File: src/wpf_ram.sv
// Generic dual-port RAM: one write and one read per cycle, with the read data registered.
// Has no dependencies.
`default_nettype none
module wpf_ram #(
    parameter int Width = 32,
    parameter int Depth = 64
) (
    input  wire logic                     clk,
    input  wire logic                     we,
    input  wire logic [$clog2(Depth)-1:0] waddr,
    input  wire logic [Width-1:0]         wdata,
    input  wire logic [$clog2(Depth)-1:0] raddr,
    output logic      [Width-1:0]         rdata
);
    logic [Width-1:0] mem [Depth];

    always_ff @(posedge clk)
    begin
        if (we)
        begin
            mem[waddr] <= wdata;
        end
        rdata <= mem[raddr];
    end
endmodule
`default_nettype wire

File: config.mk
export PLATFORM = sky130hd
export DESIGN_NAME = wpf_ram
export DESIGN_NICKNAME = d
export VERILOG_FILES = /design/src/wpf_ram.sv
export SDC_FILE = /design/constraint.sdc
export NUM_CORES = 2
export LEC_CHECK = 0
export ABC_CLOCK_PERIOD_IN_PS = 9500
export BUFFER_PORTS_ARGS = -buffer_cell sky130_fd_sc_hd__buf_2
export CORE_AREA = 2 2 477 479
export CTS_BUF_LIST = sky130_fd_sc_hd__clkbuf_4 sky130_fd_sc_hd__clkbuf_8 sky130_fd_sc_hd__clkbuf_16
export CTS_CLUSTER_DIAMETER = 150
export DETAILED_ROUTE_END_ITERATION = 8
export DIE_AREA = 0 0 479 481
export GPL_ROUTABILITY_DRIVEN = 1
export PLACE_DENSITY = 0.56
export REMOVE_ABC_BUFFERS = 1
export SKIP_CTS_REPAIR_TIMING = 1
export SLEW_MARGIN = 30
export SYNTH_ARGS = -nofsm -noshare
export SYNTH_HDL_FRONTEND = slang
export SYNTH_SLANG_ARGS = --single-unit
export TNS_END_PERCENT = 20
File: constraint.sdc
create_clock -name clk -period 9.5 [get_ports clk]
set_input_delay 1.9 -clock clk [delete_from_list [all_inputs] [get_ports clk]]
set_output_delay 1.9 -clock clk [all_outputs]
set_load 0.01 [all_outputs]
# [Word-level counts from Yosys, hierarchy flattened]
# Memory sizes are Yosys's and may differ from the RTL's. A register that Yosys moved wholly into a read port is not among the register bits.
# Index checks and enable logic that the tools add are counted.
[word_totals] ram_bits=2048 mem_count=1 in_bits=46 word_cells=3 reg_bits=0
[memory_table] memory="mem" depth=64 width=32 read_ports=1 rd_ports_with_merged_regs=1 write_ports=1 line_no="15" source="logic [Width-1:0] mem [Depth];"
[op_classes] mux=2
[op_table] op="$mux W1" count=2

# [Logic depth before layout (Yosys ltp)]
[depth] depth_word=2 ltp_mapped=10

# [Worst setup path before layout]
# No wires, ideal clock.
[synth_timing] kind="input port to flip-flop" startpoint="input port waddr[3]" endpoint="memory mem[48][0] (enable)" setup_slack_ns=4.440 required_ns=9.039 arrival_time_ns=4.599 cell_stages=4 setup_ns=0.461 cell_sequence="clkbuf_1 nor2b_1 nand4b_1 nor3_1"
[synth_rtl] element="from (decl)" line_no="10" source="input wire logic [$clog2(Depth)-1:0] waddr,"
[synth_rtl] element="to (decl)" line_no="15"
# No word-level cell before the write port.

==> run metrics <==
Yosys cell types 34; Hold Path Class flip-flop to flip-flop; RR Startpoint mem[61][27]; largest family of logic cells by synthesized area multiplexers; clock share of power about two fifths; fmax 0.1989 GHz; die height approximately 480 µm; delay-heaviest family, CP buffers and inverters; EDFF count, synth around 2000; Vias/cell ~5.4; row count 175; cell taking the most area after synthesis edfxtp_1; Worst R2R Path Depth 5; largest net degree at the start of global routing around 100; sw frac roughly a fifth; ordered cell list for the critical path buf_8, buf_4, buf_4, mux4_2, mux4_2, o22ai_1, nor2_1; chip width 479 µm; Post-Syn Area per Cell roughly 24 µm²; Required @ worst endpoint 10.18 ns; sequential share of power a little over half; CP max FO between 50 and 60; Initial Utilization a little over a third; Critical path buffers and inverters 3; # setup viols final 0; final worst slack 4.472 ns; top-level port count 78; CTS Buf Count about 200; Reg2Reg Capture Point rdata[27]; Top FF cell, synth edfxtp_1; clock-pin slew on the worst setup and hold paths 0.06 ns; CTS H-tree lvls 4; Crit. Startpoint raddr[0]; clock sink count 2080; Die Area roughly 230000 µm²; GR Overflow Total 0; share of layout cells above drive strength 1 a little under a third; mux cell area share after synthesis between 10% and 20%; Synth top area share between 70 and 80%; HPWL Detailed 108.6 mm; Psw approximately 4 mW; Worst-Skew Late Latency approximately 0.82 ns; Largest stage delay, worst path about 0.80 ns; # fillers a little under 20000; Cells after DPL 6358; pre-CTS setup slack 3.655 ns; critical path arrival about 5.7 ns; global-route wire length before repair ~290 mm; RSZ-0062 raised after global routing false; Seq/Total Area, Yosys between 70% and 80%; Synth Instances about 3300; Worst setup SP type input pin; Final Hold Fails 0; Worst-Margin Slew about 1.1 ns; crit path to rdata[2]; LEAKAGE 27.56 nW; Stages on worst setup path 7; synth warn 0; antenna-violating nets left 0; DR WL/cell between 30 and 40 µm; Clock Skews ~0.028 ns; setup TNS 0 ns; vias in the first global route between 30000 and 40000; Longest Clk Path Bufs 3; fin crit period between 5 and 6 ns; crit end category flip-flop; Mapped Area around 80000 µm²; post-route clock period utilization 52.93%; Non-Filler Instances about 6700; r2r setup slk 6.91 ns; Worst slew margin 29.63%; Final #Nets 3595; Power Density 210.2 nW/µm²; max-cap violations 0; Initial DRT Pass Iterations 6; worst vdd ir 152.8 µV; Core Region 225700 µm²; synthesized-area fraction occupied by ao, oa, aoi and oai cells between 1.5 and 2%; min-delay src mem[12][17]; Post-Synth Adder-Cell Area 0%; Post-DP Area 83400 µm²; CTS tree built; DRC 0; Seq cells post-synth 2080; via count between 30000 and 40000; CP max stage cell buf_4; Final Cell Area about 90000 µm²; Port Buffer Count between 70 and 80; status finished, final reports clean; CTS root buf clkbuf_16; logic gate share of total power 5.1%; cell internal pwr around 15 mW; Post-Synth XOR/XNOR Area 0%; drt total wl ~210 mm; synth top area cells edfxtp_1 78%, mux4_2 16%, mux2i_1 1.2%; critical path type input pin to flip-flop; gpl congestion between 0.8 and 0.9; asr flop ratio synth 0%; simple-gate share of the synthesized area around 1.3%; area grow syn2layout 14.34%; Iteration-0 DRC Markers 4553; antenna violations before repair 19; fin. max-slew vios 0; GRT Overall Usage between 15 and 20%
-- how the worst min path moves through the flow --
stage,to,slack [ns],depth (start not counted)
finish,rdata[17],0.77,4
detailed placement,rdata[17],0.73,4
floorplan,rdata[17],0.66,4
CTS,rdata[17],0.76,4
global placement,rdata[17],0.74,4
global route,rdata[17],0.83,4
-- Yosys cell counts, types with 12 or more instances --
| cell type | number |
|---|---|
| edfxtp_1 | 2048 |
| mux4_2 | 544 |
| nor2_1 | 137 |
| mux2i_1 | 93 |
| o22ai_1 | 84 |
| clkbuf_1 | 74 |
| a21oi_1 | 62 |
| buf_2 | 57 |
| dfxtp_1 | 32 |
| o221ai_1 | 27 |
| nand2_1 | 26 |
| buf_4 | 25 |
| buf_1 | 21 |
| nor2b_1 | 15 |
| a22oi_1 | 12 |
-- cell type report --
class | count | area [µm²] | area share, %
clock buffer | 262 | 5597 | 6.234
multi-input combinational | 1062 | 15990 | 17.82
clock inverter | 100 | 742.0 | 0.8265
timing repair buffer | 207 | 1513 | 1.685
tap | 3009 | 3765 | 4.194
sequential | 2080 | 62140 | 69.22
antenna | 9 | 22.52 | 0.02509
-- power groups by stage --
stage | registers (mW) | logic [mW] | clock network [mW]
finish | 10.2 | 0.960 | 7.70
global route | 10.2 | 1.01 | 8.21
CTS | 10.2 | 0.972 | 7.84
detailed placement | 10.4 | 0.971 | 0
global placement | 10.4 | 0.964 | 0
floorplan | 10.4 | 0.376 | 0
-- worst register-to-register path, cell delays in order, from the launching register on --
cell,delay [ns]
edfxtp_1,0.35
mux4_2,0.48
o22ai_1,0.43
nor2_1,0.15
a21oi_1,0.81
nor2_1,0.19
-- cells in the final DEF (no fill, tap or decap), drive strengths merged, types with 27 or more instances in the layout --
master / count
edfxtp: 2048
mux4: 544
clkbuf: 262
buf: 207
nor2: 137
mux2i: 93
o22ai: 84
clkinv: 81
a21oi: 62
dfxtp: 32
o221ai: 27
-- metal layers --
layer	track usage [%]	vias to the layer above	share of wire (%)
met3	3.153	277	7.3
met5	0	-	0.011
li1	-	14750	-
met2	29.17	1391	48
met4	4.950	4	2.6
met1	25.08	20150	42
-- cell families (layout without fill, tap and decap cells) --
group,count (synthesis),count (layout)
flip-flops,2080,2080
multiplexers,637,637
other,0,9
buffers and inverters,182,569
AND/OR/NAND/NOR,223,223
AO/OA/AOI/OAI,202,202
-- sequential cells by signal, indices dropped and copies added (netlist names) --
signal  count
rdata      32
mem      2048
-- stage by stage --
| step | util, % | total power [mW] | hold WS [ns] |
|---|---|---|---|
| 2_1_floorplan | - | 10.76 | 0.6632 |
| 3_3_place_gp | 36.94 | 11.37 | 0.7412 |
| 3_5_place_dp | 36.94 | 11.38 | 0.7345 |
| 4_1_cts | 39.75 | 19.03 | 0.7637 |
| 5_1_grt | 39.76 | 19.44 | 0.8345 |
| 6_report | 39.77 | 18.87 | 0.7660 |
Power figures use the tool's default switching activity.
